`src/hdl/dssl_pkg.sv`:
```
// Package for the dual servo slew limiter: widths, fixed-point constants,
// register indexes and the structs passed between the pipeline modules.
// No dependencies.
`default_nettype none

package dssl_pkg;

   // Position format: unsigned, INT_BITS integer bits, FRAC_BITS fraction bits
   localparam int FRAC_BITS = 10;
   localparam int INT_BITS  = 12;
   localparam int POS_W     = INT_BITS + FRAC_BITS;

   // Field widths
   localparam int US_W      = 12;
   localparam int DUTY_W    = 12;
   localparam int ELAPSED_W = 16;
   localparam int SPEED_W   = 16;
   localparam int PROD_W    = ELAPSED_W + SPEED_W;

   // Configuration port
   localparam int CSR_IDX_W  = 3;
   localparam int CSR_DATA_W = 16;
   localparam logic [CSR_IDX_W-1:0] REG_MIN_WIDTH    = 3'd0;
   localparam logic [CSR_IDX_W-1:0] REG_MAX_WIDTH    = 3'd1;
   localparam logic [CSR_IDX_W-1:0] REG_INVERT_LEFT  = 3'd2;
   localparam logic [CSR_IDX_W-1:0] REG_INVERT_RIGHT = 3'd3;
   localparam logic [CSR_IDX_W-1:0] REG_SPEED        = 3'd4;

   // Register reset values
   localparam logic [US_W-1:0]    MIN_WIDTH_RESET = 12'd1000;
   localparam logic [US_W-1:0]    MAX_WIDTH_RESET = 12'd2000;
   localparam logic [SPEED_W-1:0] SPEED_RESET     = 16'd1000;

   // Travel limits
   localparam int unsigned POS_LOW_US  = 500;
   localparam int unsigned POS_HIGH_US = 2500;
   localparam logic [POS_W-1:0] POS_LOW_FX  = POS_W'(longint'(POS_LOW_US) << FRAC_BITS);
   localparam logic [POS_W-1:0] POS_HIGH_FX = POS_W'(longint'(POS_HIGH_US) << FRAC_BITS);
   localparam logic [POS_W-1:0] POS_FULL    = {POS_W{1'b1}};
   localparam logic [POS_W-1:0] POS_ONE_US  = POS_W'(longint'(1) << FRAC_BITS);

   // Step = floor(elapsed * speed * 2^FRAC_BITS / 1000), saturated.
   // The step saturates exactly when the product reaches 1000 * 2^INT_BITS.
   localparam longint unsigned MS_PER_SEC  = 1000;
   localparam longint unsigned SAT_PRODUCT = MS_PER_SEC << INT_BITS;
   localparam int PSMALL_W = 22;          // holds any product below SAT_PRODUCT
   localparam int QUOT_W   = INT_BITS;
   localparam int REM_W    = 10;

   // Exact reciprocal for product / 1000 (product below 2^PSMALL_W)
   localparam int MQ_SHIFT = 32;
   localparam int MQ_W     = 23;
   localparam longint unsigned MQ_VAL =
      ((64'd1 << MQ_SHIFT) + MS_PER_SEC - 1) / MS_PER_SEC;
   localparam logic [MQ_W-1:0] MQ = MQ_W'(MQ_VAL);

   // Exact reciprocal for rem * 2^FRAC_BITS / 1000 (rem below 1000)
   localparam int MC_SHIFT = 20;
   localparam int MC_W     = FRAC_BITS + 11;
   localparam longint unsigned MC_VAL =
      ((64'd1 << (FRAC_BITS + MC_SHIFT)) + MS_PER_SEC - 1) / MS_PER_SEC;
   localparam logic [MC_W-1:0] MC = MC_W'(MC_VAL);

   // Duty = floor(us * 16383 / 20000), exact for 12-bit us
   localparam longint unsigned DUTY_FULL = 16383;
   localparam longint unsigned PERIOD_US = 20000;
   localparam int KD_SHIFT = 27;
   localparam int KD_W     = 27;
   localparam longint unsigned KD_VAL =
      ((DUTY_FULL << KD_SHIFT) + PERIOD_US - 1) / PERIOD_US;
   localparam logic [KD_W-1:0] KD = KD_W'(KD_VAL);

   // Configuration registers
   typedef struct packed {
      logic [US_W-1:0]    min_width;
      logic [US_W-1:0]    max_width;
      logic               invert_left;
      logic               invert_right;
      logic [SPEED_W-1:0] speed;
   } cfg_type;

   // Item leaving the step pipeline
   typedef struct packed {
      logic             active;
      logic [POS_W-1:0] step;
   } step_type;

   // Item leaving the slew stage
   typedef struct packed {
      logic [POS_W-1:0] left_pos;
      logic [POS_W-1:0] right_pos;
      logic [US_W-1:0]  left_raw;
      logic [US_W-1:0]  right_raw;
   } pos_type;

endpackage

`default_nettype wire

```
`src/hdl/dssl_step_calc.sv`:
```
// Step pipeline: turns elapsed time and slew speed into a fixed-point step.
// Five registered stages; uses dssl_pkg.
`default_nettype none

module dssl_step_calc (
   input  wire                                clock,
   input  wire                                reset,
   input  wire  [dssl_pkg::SPEED_W-1:0]       speed,
   input  wire                                in_valid,
   output logic                               in_ready,
   input  wire                                in_active,
   input  wire  [dssl_pkg::ELAPSED_W-1:0]     in_elapsed,
   output logic                               out_valid,
   input  wire                                out_ready,
   output dssl_pkg::step_type                 out_step
);
   import dssl_pkg::*;

   localparam int QP_W = PSMALL_W + MQ_W;
   localparam int FP_W = REM_W + MC_W;

   // Stage registers
   logic                 s1_valid_ff, s2_valid_ff, s3_valid_ff, s4_valid_ff, s5_valid_ff;
   logic                 s1_active_ff, s2_active_ff, s3_active_ff, s4_active_ff;
   logic [ELAPSED_W-1:0] s1_elapsed_ff;
   logic [PROD_W-1:0]    s2_prod_ff;
   logic                 s3_sat_ff, s4_sat_ff;
   logic [QUOT_W-1:0]    s3_quot_ff, s4_quot_ff;
   logic [PSMALL_W-1:0]  s3_psmall_ff;
   logic [REM_W-1:0]     s4_rem_ff;
   step_type             s5_step_ff;

   // Next values
   logic [PROD_W-1:0]    s2_prod_in;
   logic                 s3_sat_in;
   logic [QP_W-1:0]      quot_prod;
   logic [QUOT_W-1:0]    s3_quot_in;
   logic [PSMALL_W-1:0]  rem_wide;
   logic [REM_W-1:0]     s4_rem_in;
   logic [FP_W-1:0]      frac_prod;
   logic [FRAC_BITS-1:0] frac;
   step_type             s5_step_in;

   logic s1_rdy, s2_rdy, s3_rdy, s4_rdy, s5_rdy;

   // Ready chain, back from the output
   assign s5_rdy   = !s5_valid_ff || out_ready;
   assign s4_rdy   = !s4_valid_ff || s5_rdy;
   assign s3_rdy   = !s3_valid_ff || s4_rdy;
   assign s2_rdy   = !s2_valid_ff || s3_rdy;
   assign s1_rdy   = !s1_valid_ff || s2_rdy;
   assign in_ready = s1_rdy;

   // Stage 2: elapsed * speed
   assign s2_prod_in = PROD_W'(s1_elapsed_ff) * PROD_W'(speed);

   // Stage 3: saturation test and product / 1000
   assign s3_sat_in  = s2_prod_ff >= PROD_W'(SAT_PRODUCT);
   assign quot_prod  = QP_W'(s2_prod_ff[PSMALL_W-1:0]) * QP_W'(MQ);
   assign s3_quot_in = quot_prod[MQ_SHIFT +: QUOT_W];

   // Stage 4: remainder of product / 1000
   assign rem_wide  = s3_psmall_ff - PSMALL_W'(PSMALL_W'(s3_quot_ff) * PSMALL_W'(MS_PER_SEC));
   assign s4_rem_in = rem_wide[REM_W-1:0];

   // Stage 5: fraction bits from the remainder, then saturate
   assign frac_prod = FP_W'(s4_rem_ff) * FP_W'(MC);
   assign frac      = frac_prod[MC_SHIFT +: FRAC_BITS];

   always_comb begin
      s5_step_in.active = s4_active_ff;
      s5_step_in.step   = s4_sat_ff ? POS_FULL : {s4_quot_ff, frac};
   end

   // Valid bits
   always_ff @(posedge clock) begin
      if (reset) begin
         s1_valid_ff <= 1'b0;
         s2_valid_ff <= 1'b0;
         s3_valid_ff <= 1'b0;
         s4_valid_ff <= 1'b0;
         s5_valid_ff <= 1'b0;
      end else begin
         if (s1_rdy) s1_valid_ff <= in_valid;
         if (s2_rdy) s2_valid_ff <= s1_valid_ff;
         if (s3_rdy) s3_valid_ff <= s2_valid_ff;
         if (s4_rdy) s4_valid_ff <= s3_valid_ff;
         if (s5_rdy) s5_valid_ff <= s4_valid_ff;
      end
   end

   // Payload
   always_ff @(posedge clock) begin
      if (s1_rdy) begin
         s1_active_ff  <= in_active;
         s1_elapsed_ff <= in_elapsed;
      end
      if (s2_rdy) begin
         s2_active_ff <= s1_active_ff;
         s2_prod_ff   <= s2_prod_in;
      end
      if (s3_rdy) begin
         s3_active_ff <= s2_active_ff;
         s3_sat_ff    <= s3_sat_in;
         s3_quot_ff   <= s3_quot_in;
         s3_psmall_ff <= s2_prod_ff[PSMALL_W-1:0];
      end
      if (s4_rdy) begin
         s4_active_ff <= s3_active_ff;
         s4_sat_ff    <= s3_sat_ff;
         s4_quot_ff   <= s3_quot_ff;
         s4_rem_ff    <= s4_rem_in;
      end
      if (s5_rdy) begin
         s5_step_ff <= s5_step_in;
      end
   end

   assign out_valid = s5_valid_ff;
   assign out_step  = s5_step_ff;

endmodule

`default_nettype wire

```
`src/hdl/dssl_slew.sv`:
```
// Slew stage: picks and clamps the targets and moves both kept positions.
// Holds the position state; uses dssl_pkg.
`default_nettype none

module dssl_slew (
   input  wire                 clock,
   input  wire                 reset,
   input  dssl_pkg::cfg_type   cfg,
   input  wire                 in_valid,
   output logic                in_ready,
   input  dssl_pkg::step_type  in_step,
   output logic                out_valid,
   input  wire                 out_ready,
   output dssl_pkg::pos_type   out_pos
);
   import dssl_pkg::*;

   // Clamp to the travel limits and move to fixed point
   function automatic logic [POS_W-1:0] clamp_fixed(input logic [US_W-1:0] us);
      logic [POS_W-1:0] fx;
      fx = POS_W'(us) << FRAC_BITS;
      if (fx < POS_LOW_FX)       return POS_LOW_FX;
      else if (fx > POS_HIGH_FX) return POS_HIGH_FX;
      else                       return fx;
   endfunction

   // Move toward the target by at most step, no overshoot
   function automatic logic [POS_W-1:0] slew(input logic [POS_W-1:0] pos,
                                             input logic [POS_W-1:0] tgt,
                                             input logic [POS_W-1:0] step);
      logic [POS_W:0]   sum;
      logic [POS_W-1:0] diff;
      logic [POS_W-1:0] res;
      sum  = {1'b0, pos} + {1'b0, step};
      diff = pos - tgt;
      if (pos < tgt)      res = (sum > {1'b0, tgt}) ? tgt : sum[POS_W-1:0];
      else if (pos > tgt) res = (diff > step) ? pos - step : tgt;
      else                res = pos;
      return res;
   endfunction

   logic [POS_W-1:0] left_pos_ff, right_pos_ff;
   logic             out_valid_ff;
   pos_type          out_pos_ff;

   logic [US_W-1:0]  left_raw, right_raw;
   logic [POS_W-1:0] left_tgt, right_tgt;
   logic [POS_W-1:0] left_start, right_start;
   logic [POS_W-1:0] left_pos_in, right_pos_in;
   logic             snap;
   logic             load;

   assign in_ready = !out_valid_ff || out_ready;
   assign load     = in_valid && in_ready;

   // Target selection per channel
   assign left_raw  = (in_step.active ^ cfg.invert_left)  ? cfg.max_width : cfg.min_width;
   assign right_raw = (in_step.active ^ cfg.invert_right) ? cfg.max_width : cfg.min_width;
   assign left_tgt  = clamp_fixed(left_raw);
   assign right_tgt = clamp_fixed(right_raw);

   // An unset position snaps both channels to their targets
   assign snap        = (left_pos_ff == '0) || (right_pos_ff == '0);
   assign left_start  = snap ? left_tgt  : left_pos_ff;
   assign right_start = snap ? right_tgt : right_pos_ff;

   assign left_pos_in  = slew(left_start,  left_tgt,  in_step.step);
   assign right_pos_in = slew(right_start, right_tgt, in_step.step);

   // Position state
   always_ff @(posedge clock) begin
      if (reset) begin
         left_pos_ff  <= '0;
         right_pos_ff <= '0;
         out_valid_ff <= 1'b0;
      end else begin
         if (load) begin
            left_pos_ff  <= left_pos_in;
            right_pos_ff <= right_pos_in;
         end
         if (in_ready) out_valid_ff <= in_valid;
      end
   end

   // Output register
   always_ff @(posedge clock) begin
      if (in_ready) begin
         out_pos_ff.left_pos  <= left_pos_in;
         out_pos_ff.right_pos <= right_pos_in;
         out_pos_ff.left_raw  <= left_raw;
         out_pos_ff.right_raw <= right_raw;
      end
   end

   assign out_valid = out_valid_ff;
   assign out_pos   = out_pos_ff;

   // Both channels are set together on the first item
   a_snap_together: assert property (@(posedge clock) disable iff (reset)
      (left_pos_ff == '0) == (right_pos_ff == '0))
      else $error("positions not set together");

   // A set position stays inside the travel limits
   a_pos_range: assert property (@(posedge clock) disable iff (reset)
      (left_pos_ff != '0) |->
         (left_pos_ff >= POS_LOW_FX && left_pos_ff <= POS_HIGH_FX &&
          right_pos_ff >= POS_LOW_FX && right_pos_ff <= POS_HIGH_FX))
      else $error("position outside travel limits");

   // The item passed on carries the positions just stored
   a_state_matches: assert property (@(posedge clock) disable iff (reset)
      (!reset && load) |=>
         (out_pos_ff.left_pos == left_pos_ff && out_pos_ff.right_pos == right_pos_ff))
      else $error("output positions differ from state");

endmodule

`default_nettype wire

```
`src/hdl/dssl_result.sv`:
```
// Result stage: integer widths, duty values and the moving flag, registered
// as the result item. Uses dssl_pkg.
`default_nettype none

module dssl_result (
   input  wire                          clock,
   input  wire                          reset,
   input  wire                          in_valid,
   output logic                         in_ready,
   input  dssl_pkg::pos_type            in_pos,
   output logic                         rsp_valid,
   input  wire                          rsp_ready,
   output logic [dssl_pkg::US_W-1:0]    left_width_us,
   output logic [dssl_pkg::US_W-1:0]    right_width_us,
   output logic [dssl_pkg::DUTY_W-1:0]  left_duty,
   output logic [dssl_pkg::DUTY_W-1:0]  right_duty,
   output logic                         moving
);
   import dssl_pkg::*;

   localparam int DP_W = US_W + KD_W;

   // More than 1 us from the unclamped target
   function automatic logic far_from(input logic [POS_W-1:0] pos,
                                     input logic [US_W-1:0]  raw);
      logic [POS_W-1:0] t;
      logic [POS_W-1:0] d;
      t = POS_W'(raw) << FRAC_BITS;
      d = (pos > t) ? pos - t : t - pos;
      return d > POS_ONE_US;
   endfunction

   logic               rsp_valid_ff;
   logic [US_W-1:0]    left_width_ff, right_width_ff;
   logic [DUTY_W-1:0]  left_duty_ff, right_duty_ff;
   logic               moving_ff;

   logic [US_W-1:0]    left_width_in, right_width_in;
   logic [DP_W-1:0]    left_dprod, right_dprod;
   logic [DUTY_W-1:0]  left_duty_in, right_duty_in;
   logic               moving_in;

   assign in_ready = !rsp_valid_ff || rsp_ready;

   // Integer part of each position
   assign left_width_in  = in_pos.left_pos[POS_W-1:FRAC_BITS];
   assign right_width_in = in_pos.right_pos[POS_W-1:FRAC_BITS];

   // Duty by reciprocal multiply
   assign left_dprod    = DP_W'(left_width_in)  * DP_W'(KD);
   assign right_dprod   = DP_W'(right_width_in) * DP_W'(KD);
   assign left_duty_in  = left_dprod[KD_SHIFT +: DUTY_W];
   assign right_duty_in = right_dprod[KD_SHIFT +: DUTY_W];

   assign moving_in = far_from(in_pos.left_pos, in_pos.left_raw) ||
                      far_from(in_pos.right_pos, in_pos.right_raw);

   always_ff @(posedge clock) begin
      if (reset) begin
         rsp_valid_ff <= 1'b0;
      end else if (in_ready) begin
         rsp_valid_ff <= in_valid;
      end
   end

   // Result register
   always_ff @(posedge clock) begin
      if (in_ready) begin
         left_width_ff  <= left_width_in;
         right_width_ff <= right_width_in;
         left_duty_ff   <= left_duty_in;
         right_duty_ff  <= right_duty_in;
         moving_ff      <= moving_in;
      end
   end

   assign rsp_valid      = rsp_valid_ff;
   assign left_width_us  = left_width_ff;
   assign right_width_us = right_width_ff;
   assign left_duty      = left_duty_ff;
   assign right_duty     = right_duty_ff;
   assign moving         = moving_ff;

endmodule

`default_nettype wire

```
`src/hdl/dual_servo_slew_limiter.sv`:
```
// Top level of the dual servo slew limiter: configuration registers, stream
// ports and the step, slew and result stages. Uses dssl_pkg and the dssl_ modules.
//
// Each request item carries an active flag and the milliseconds since the last
// update; each produces one response item with both servo pulse widths, their
// 12-bit duty values and a moving flag. The block is a seven-register pipeline
// and takes one item every cycle while the output is not stalled; a response
// passes the step stages, then the slew and result registers. The positions are
// updated in a single stage, so an item sees the positions left by the one
// before it. Configuration is written through csr_we/csr_index/csr_wdata and
// should only change while no items are in flight; unknown indexes are ignored.
`default_nettype none

module dual_servo_slew_limiter (
   input  wire                                 clock,
   input  wire                                 reset,
   // request: [0] active, [16:1] elapsed_ms
   input  wire                                 req_tvalid,
   output logic                                req_tready,
   input  wire  [23:0]                         req_tdata,
   // response: [11:0] left_width_us, [23:12] right_width_us, [35:24] left_duty,
   //           [47:36] right_duty, [48] moving
   output logic                                rsp_tvalid,
   input  wire                                 rsp_tready,
   output logic [55:0]                         rsp_tdata,
   input  wire                                 csr_we,
   input  wire  [dssl_pkg::CSR_IDX_W-1:0]      csr_index,
   input  wire  [dssl_pkg::CSR_DATA_W-1:0]     csr_wdata
);
   import dssl_pkg::*;

   cfg_type            cfg_ff;

   logic               step_valid, step_ready;
   step_type           step_item;
   logic               pos_valid, pos_ready;
   pos_type            pos_item;
   logic [US_W-1:0]    left_width_us, right_width_us;
   logic [DUTY_W-1:0]  left_duty, right_duty;
   logic               moving;

   // Configuration registers
   always_ff @(posedge clock) begin
      if (reset) begin
         cfg_ff.min_width    <= MIN_WIDTH_RESET;
         cfg_ff.max_width    <= MAX_WIDTH_RESET;
         cfg_ff.invert_left  <= 1'b0;
         cfg_ff.invert_right <= 1'b0;
         cfg_ff.speed        <= SPEED_RESET;
      end else if (csr_we) begin
         case (csr_index)
            REG_MIN_WIDTH:    cfg_ff.min_width    <= csr_wdata[US_W-1:0];
            REG_MAX_WIDTH:    cfg_ff.max_width    <= csr_wdata[US_W-1:0];
            REG_INVERT_LEFT:  cfg_ff.invert_left  <= csr_wdata[0];
            REG_INVERT_RIGHT: cfg_ff.invert_right <= csr_wdata[0];
            REG_SPEED:        cfg_ff.speed        <= csr_wdata[SPEED_W-1:0];
            default: begin
            end
         endcase
      end
   end

   // Step pipeline
   dssl_step_calc u_step (
      .clock      (clock),
      .reset      (reset),
      .speed      (cfg_ff.speed),
      .in_valid   (req_tvalid),
      .in_ready   (req_tready),
      .in_active  (req_tdata[0]),
      .in_elapsed (req_tdata[ELAPSED_W:1]),
      .out_valid  (step_valid),
      .out_ready  (step_ready),
      .out_step   (step_item)
   );

   // Position update
   dssl_slew u_slew (
      .clock     (clock),
      .reset     (reset),
      .cfg       (cfg_ff),
      .in_valid  (step_valid),
      .in_ready  (step_ready),
      .in_step   (step_item),
      .out_valid (pos_valid),
      .out_ready (pos_ready),
      .out_pos   (pos_item)
   );

   // Result register
   dssl_result u_result (
      .clock          (clock),
      .reset          (reset),
      .in_valid       (pos_valid),
      .in_ready       (pos_ready),
      .in_pos         (pos_item),
      .rsp_valid      (rsp_tvalid),
      .rsp_ready      (rsp_tready),
      .left_width_us  (left_width_us),
      .right_width_us (right_width_us),
      .left_duty      (left_duty),
      .right_duty     (right_duty),
      .moving         (moving)
   );

   assign rsp_tdata = {7'b0, moving, right_duty, left_duty, right_width_us, left_width_us};

endmodule

`default_nettype wire

```
`config.mk`:
```
export PLATFORM = sky130hd
export DESIGN_NAME = dual_servo_slew_limiter
export DESIGN_NICKNAME = d
export VERILOG_FILES = /design/src/hdl/dssl_pkg.sv /design/src/hdl/dssl_step_calc.sv /design/src/hdl/dssl_slew.sv /design/src/hdl/dssl_result.sv /design/src/hdl/dual_servo_slew_limiter.sv
export SDC_FILE = /design/constraint.sdc
export NUM_CORES = 2
export LEC_CHECK = 0
export BUFFER_PORTS_ARGS = -buffer_cell sky130_fd_sc_hd__buf_2
export CELL_PAD_IN_SITES_DETAIL_PLACEMENT = 1
export CELL_PAD_IN_SITES_GLOBAL_PLACEMENT = 2
export CORE_MARGIN = 5
export CORE_UTILIZATION = 43
export CTS_BUF_LIST = sky130_fd_sc_hd__clkbuf_16
export DETAILED_ROUTE_END_ITERATION = 6
export MAX_ROUTING_LAYER = met4
export PLACE_DENSITY = 0.9
export SYNTH_ARGS = -nofsm -noshare
export SYNTH_HDL_FRONTEND = slang
export SYNTH_HIERARCHICAL = 1
export SYNTH_SLANG_ARGS = --single-unit
```
`constraint.sdc`:
```
create_clock -name clock -period 11 [get_ports clock]
set_input_delay 2.75 -clock clock [delete_from_list [all_inputs] [get_ports clock]]
set_output_delay 2.75 -clock clock [all_outputs]
set_load 0.01 [all_outputs]
```
Yosys cells after proc, flatten, opt, wreduce, memory -nomap -nowiden
Index checks and enable logic that the tools add are counted.
Word-level totals
  bits in registers: 331
  input port bits: 48
  output and inout bits: 58
  logic and storage cells: 120
Operators by class
  add/sub/neg operators: 11
  $mul: 6
  magnitude comparators: 17
  eq/ne operators: 4
  mux-type cells: 18
  bitwise gates (word level): 2
  reduce and logical (&&, ||, !) cells: 25
Operators by type and width (count)
  $mux W22: 16
  $sub A22 B22 Y22: 8
  $gt A22 B22 Y1: 6
  $mul A12 B25 Y37 const B: 2
  $add A22 B22 Y23: 2
  $gt A23 B22 Y1: 2
  $gt A22 B11 Y1 const B: 2
  $gt A22 B22 Y1 const B: 2
  $logic_not A22 Y1: 2
  $lt A22 B19 Y1 const B: 2
  $lt A22 B22 Y1: 2
  $mul A22 B20 Y41 const B: 1
  $ge A32 B22 Y1 const B: 1
  $mul A16 B16 Y32: 1
  $mul A10 B20 Y29 const B: 1
  $mux W12: 2
  $mul A12 B7 Y7 const B: 1
  $reduce_and A2 Y1: 5
  $sub A10 B10 Y10: 1
  $logic_or A1 B1 Y1: 9
  $logic_not A1 Y1: 7
  $eq A3 B2 Y1 const B: 2
  $eq A3 B1 Y1 const B: 1
  $eq A3 B3 Y1 const B: 1
  3 further kinds: 4

Depth between registers and ports, before layout
  depth in word-level cells: 11
  mapped depth: 32
  mapped depth without buffers: 31

By module
Netlist, hierarchy kept.
Modules (own cells, without submodules)
  dssl_step_calc: times used 1, cells each 2108, area an instance 21225.4 µm², seq. area each 3733.6 µm²
  dssl_slew: times used 1, cells each 1650, area an instance 13210.2 µm², seq. area each 2942.8 µm²
  dssl_result: times used 1, cells each 1261, area an instance 12181.7 µm², seq. area each 1491.4 µm²
  dual_servo_slew_limiter: times used 1, cells each 173, area an instance 1771.7 µm², seq. area each 840.8 µm²

Worst setup path after synthesis
Ideal clock, no wire load.
  kind: input port to output port
  start: input rsp_tready
  end: output req_tready
  arrival: 7012 ps
  data required time: 8250 ps
  setup slack: 1238 ps
  stages on the path: 5
  buffers on the path: 0
  path through: nand2b_1 -> nand2b_1 -> nor2b_1 -> and3_1 -> nand3_1
On the way
  word-level cells in the longest chain between the ends: 7
RTL lines
  start: declaration: line dual_servo_slew_limiter.sv:24  | input wire rsp_tready,
  $logic_or A1 B1 Y1: line dssl_result.sv:43  | assign in_ready = !rsp_valid_ff || rsp_ready;
  $logic_or A1 B1 Y1: line dssl_slew.sv:53  | assign in_ready = !out_valid_ff || out_ready;
  named net step_ready: line dual_servo_slew_limiter.sv:34  | logic step_valid, step_ready;
  $logic_or A1 B1 Y1: line dssl_step_calc.sv:47  | assign s5_rdy = !s5_valid_ff || out_ready;
  $logic_or A1 B1 Y1: line dssl_step_calc.sv:48  | assign s4_rdy = !s4_valid_ff || s5_rdy;
  $logic_or A1 B1 Y1: line dssl_step_calc.sv:49  | assign s3_rdy = !s3_valid_ff || s4_rdy;
  $logic_or A1 B1 Y1: line dssl_step_calc.sv:50  | assign s2_rdy = !s2_valid_ff || s3_rdy;
  $logic_or A1 B1 Y1: line dssl_step_calc.sv:51  | assign s1_rdy = !s1_valid_ff || s2_rdy;
  end: declaration: line dual_servo_slew_limiter.sv:19  | output logic req_tready,
The timed path passes the listed nets, and every way through them passes these cells.

Worst setup path in the final report
  start: register u_step.s5_step_ff, in the netlist u_step/out_step[22]
  end: register u_slew.left_pos_ff[5]
On the way
  word-level cells in the longest chain between the ends: 11
  elaborated cells between the ends (all ways): 18
  classes of those cells: add/sub: 3; order compare: 6; mux: 8; bitwise: 1
RTL lines
  start: declaration: line dssl_step_calc.sv:31  | step_type s5_step_ff;
  start signal: assignment: line dssl_step_calc.sv:115  | s5_step_ff <= s5_step_in;
  $xor A1 B1 Y1 *: line dssl_slew.sv:57  | assign left_raw = (in_step.active ^ cfg.invert_left) ? cfg.max_width : cfg.min_width;
  $mux W12 *: line dssl_slew.sv:57
  named net u_slew.left_raw[11]: line dssl_slew.sv:46  | logic [US_W-1:0] left_raw, right_raw;
  $gt A22 B22 Y1: line dssl_slew.sv:23  | else if (fx > POS_HIGH_FX) return POS_HIGH_FX;
  $mux W22: line dssl_slew.sv:23
  $mux W22 *: line dssl_slew.sv:22  | if (fx < POS_LOW_FX) return POS_LOW_FX;
  $mux W22: line dssl_slew.sv:64  | assign left_start = snap ? left_tgt : left_pos_ff;
  $sub A22 B22 Y22: line dssl_slew.sv:35  | diff = pos - tgt;
  $gt A22 B22 Y1: line dssl_slew.sv:37  | else if (pos > tgt) res = (diff > step) ? pos - step : tgt;
  $mux W22 (2 in series): line dssl_slew.sv:37
  $mux W22 *: line dssl_slew.sv:36  | if (pos < tgt) res = (sum > {1'b0, tgt}) ? tgt : sum[POS_W-1:0];
  named net u_slew.left_pos_in[5]: line dssl_slew.sv:49  | logic [POS_W-1:0] left_pos_in, right_pos_in;
  end signal: assignment: line dssl_slew.sv:78  | left_pos_ff <= left_pos_in;
  end: declaration: line dssl_slew.sv:42  | logic [POS_W-1:0] left_pos_ff, right_pos_ff;
The timed path passes the listed nets; every way through them passes the cells marked *.
A chain may end at the register's enable or synchronous reset.

==> results.rst <==
.. list-table::
   :header-rows: 1

   * - Metric
     - Value
   * - Vias in the first global route
     - 40,605
   * - Worst hold-check slack
     - 0.4167 ns
   * - CTS hold repair buffers
     - 0
   * - Std-Cell Core Area
     - 112,200 um^2
   * - EDFF count, synth
     - 238
   * - Total Routing Usage GR
     - 24.73%
   * - Post-synth top area share
     - 20.82%
   * - Inserted Clock Buffers
     - 41
   * - Share of layout cells above drive strength 1
     - 5.553%
   * - Buffers inserted by post-CTS timing repair
     - 0
   * - Horizontal die dimension
     - 345.5 um
   * - Worst-Skew Late Latency
     - 0.60 ns
   * - Clk pin slew, worst setup/hold paths
     - 0.06 ns
   * - Sum of routed wire length over all layers
     - 146,200 um
   * - CP arrival
     - 9.47 ns
   * - Yosys cell types
     - 122
   * - Kind of critical path
     - flip-flop to flip-flop
   * - Port Buffers
     - 91
   * - Starting utilization of the core area
     - 43.13%
   * - Dominant cells by area after synthesis
     - sky130_fd_sc_hd__ha_1 (21%), sky130_fd_sc_hd__fa_1 (20%), sky130_fd_sc_hd__edfxtp_1 (15%)
   * - Worst path buffer plus inverter count
     - 1
   * - Die Y-Extent
     - 345.5 um
   * - Cell type contributing the most total cell area after synthesis
     - sky130_fd_sc_hd__ha_1
   * - Max-cap violation count
     - 0
   * - Worst-case headroom to the max-slew limit
     - 20.16%
   * - Critical Path Sink Type
     - flip-flop
   * - Post-Syn Area per Cell
     - 9.320 um^2
   * - Via count
     - 37,521
   * - Post-layout worst setup margin
     - 2.064 ns
   * - Net count of the finished layout
     - 6,555
   * - Crit start category
     - flip-flop
   * - Register bit count reported by yosys
     - 331
   * - Antenna-violating nets left
     - 0
   * - Core Rows
     - 123
   * - TritonCTS clock tree
     - built
   * - Global-route wire length before repair
     - 228,900 um
   * - Async S/R FF share, synth
     - 0%
   * - Max Clock Freq
     - 0.1119 GHz
   * - Pin count of the biggest net entering global routing
     - 80
   * - Yosys synthesis warning count
     - 6
   * - P&R area growth vs syn
     - 6.801%
   * - Post_cts resized
     - 0
   * - Detailed placement HPWL
     - 120,600 um
   * - Initial detailed-routing violation count
     - 2,025
   * - Tightest Pin Transition
     - 1.196 ns
   * - Fin Clk Skew
     - 0.03413 ns
   * - Initial antenna violation count
     - 8
   * - Share of the cycle needed by the critical path after routing
     - 81.24%
   * - Primary FF master, synth
     - sky130_fd_sc_hd__edfxtp_1
   * - Setup TNS
     - 0 ns
   * - Critical Path Max Stage Delay
     - 0.74 ns
   * - Dominant cell by count in the synthesized netlist
     - sky130_fd_sc_hd__inv_1
   * - Setup violators final
     - 0
   * - Place WS
     - 2.156 ns
   * - Buffer levels on the longest clock path
     - 3
   * - Post-route insts no fill
     - 6,748
   * - Gate Count Post-Synth
     - 5,192
   * - Leading cell types by count after synthesis
     - sky130_fd_sc_hd__inv_1 (997), sky130_fd_sc_hd__ha_1 (805), sky130_fd_sc_hd__fa_1 (494), sky130_fd_sc_hd__nand2_1 (334), sky130_fd_sc_hd__nor2_1 (263)
   * - Status
     - finished, final reports clean
   * - Placed Instances
     - 6,665
   * - Total standard cell area after synthesis
     - 48,390 um^2
   * - Worst-path maximum fanout
     - 15
   * - Crit path required time
     - 11.53 ns
   * - Hold crit path type
     - flip-flop to flip-flop
   * - Number of iterations in the first detailed-routing pass
     - 7
   * - H-Tree Depth
     - 2
   * - Number of top-level pins
     - 106
   * - Global route overflow
     - 0
   * - DRC violations left
     - 0
   * - Setup repair after global routing missed its margin
     - false
   * - Gp weighted congestion
     - 0.9235
   * - Cell chosen for the clock root
     - sky130_fd_sc_hd__clkbuf_16
   * - Max-slew violation count
     - 0
   * - Via count normalized by instance count
     - 5.560
   * - Max stage delay cell, worst path
     - sky130_fd_sc_hd__mux2i_1
   * - Register area share after synthesis
     - 18.62%
   * - Fin crit period
     - 8.936 ns
   * - CP top delay family
     - compound AO/OA/AOI/OAI gates
   * - Final hold violation count
     - 0
   * - CTS sink cnt
     - 331
   * - Die area
     - 119,300 um^2
   * - WL/cell
     - 21.67 um
-- cells by family after synthesis --
group           Yosys count  share of synthesized area, %
xor+xnor                160                         2.971
flops                   331                         18.62
compound gates          915                         12.87
fa+ha+maj              1299                         41.25
simple gates           1226                         12.83
mux                     109                         2.299
buf+inv                1151                         9.153
other cells               1                      0.007750
-- metrics by stage --
| stage | util [%] | area (um^2) |
|---|---|---|
| final | 46.06 | 51680 |
| after global routing | 46.06 | 51680 |
| after CTS | 46.05 | 51660 |
| after detailed placement | 44.83 | 50300 |
| after global placement | 44.83 | 50300 |
| after floorplan | - | 48410 |
-- final cells by class --
cell class              count  area (um^2)
fillers                 12983        60510
multi-input cells        3716        35000
flip-flops and latches    331         9009
inverters                1002         3762
well taps                1500         1877
clock buffers              43         1076
repair buffers            116        645.6
clock inverters            32        287.8
diodes                      8        20.02
-- final timing paths --
check	from	to	slack [ns]	cells after the start
setup / recovery	u_step/out_step[22]$_DFFE_PP_	u_slew/left_pos_ff[5]$_SDFFE_PP0P_	2.06	28
hold / removal	u_step/s2_active_ff$_DFFE_PP_	u_step/s3_active_ff$_DFFE_PP_	0.42	0
setup reg to reg	u_step/out_step[22]$_DFFE_PP_	u_slew/left_pos_ff[5]$_SDFFE_PP0P_	2.06	28
hold reg to reg	u_step/s2_active_ff$_DFFE_PP_	u_step/s3_active_ff$_DFFE_PP_	0.42	0
-- layer usage --
metal  routed length, um  GRT usage, %  up-vias
li1                    -             -    17512
met1               63660         30.97    18947
met2               71150         41.56      794
met3                6373         3.440      268
met4                5059         7.909        0
met5                   0             -        -
-- layout by cell type, fill, tap and decap left out, drive strengths merged, types with 44 or more instances in the layout --
| master | n |
|---|---|
| edfxtp | 238 |
| xor2 | 56 |
| nand3 | 66 |
| nand2 | 334 |
| a21oi | 249 |
| xnor2 | 103 |
| and2 | 155 |
| o21a | 44 |
| nor2 | 264 |
| buf | 116 |
| dfxtp | 93 |
| o21ai | 162 |
| nand2b | 70 |
| inv | 1011 |
| nor3 | 82 |
| ha | 805 |
| mux2i | 95 |
| fa | 494 |
| nand4 | 51 |
| a21o | 89 |
-- registers in the layout, indices dropped and copies added, names as in the netlist, 10 cells and up --
signal and flops:
u_step/s3_quot_ff 12, u_result/right_width_us 12, u_result/left_duty 12, u_step/s4_rem_ff 10, u_step/s4_quot_ff 12, u_step/s2_prod_ff 32
cfg_ff 42, u_result/right_duty 12, u_result/left_width_us 12, u_step/out_step 23, u_slew/out_pos 68, u_step/s3_psmall_ff 10
u_slew/left_pos_ff 22, u_slew/right_pos_ff 22, u_step/s1_elapsed_ff 16
Power is left out: the tool's default activity adds up to more than one toggle a clock period on the data nets, which glitch-free logic cannot reach.
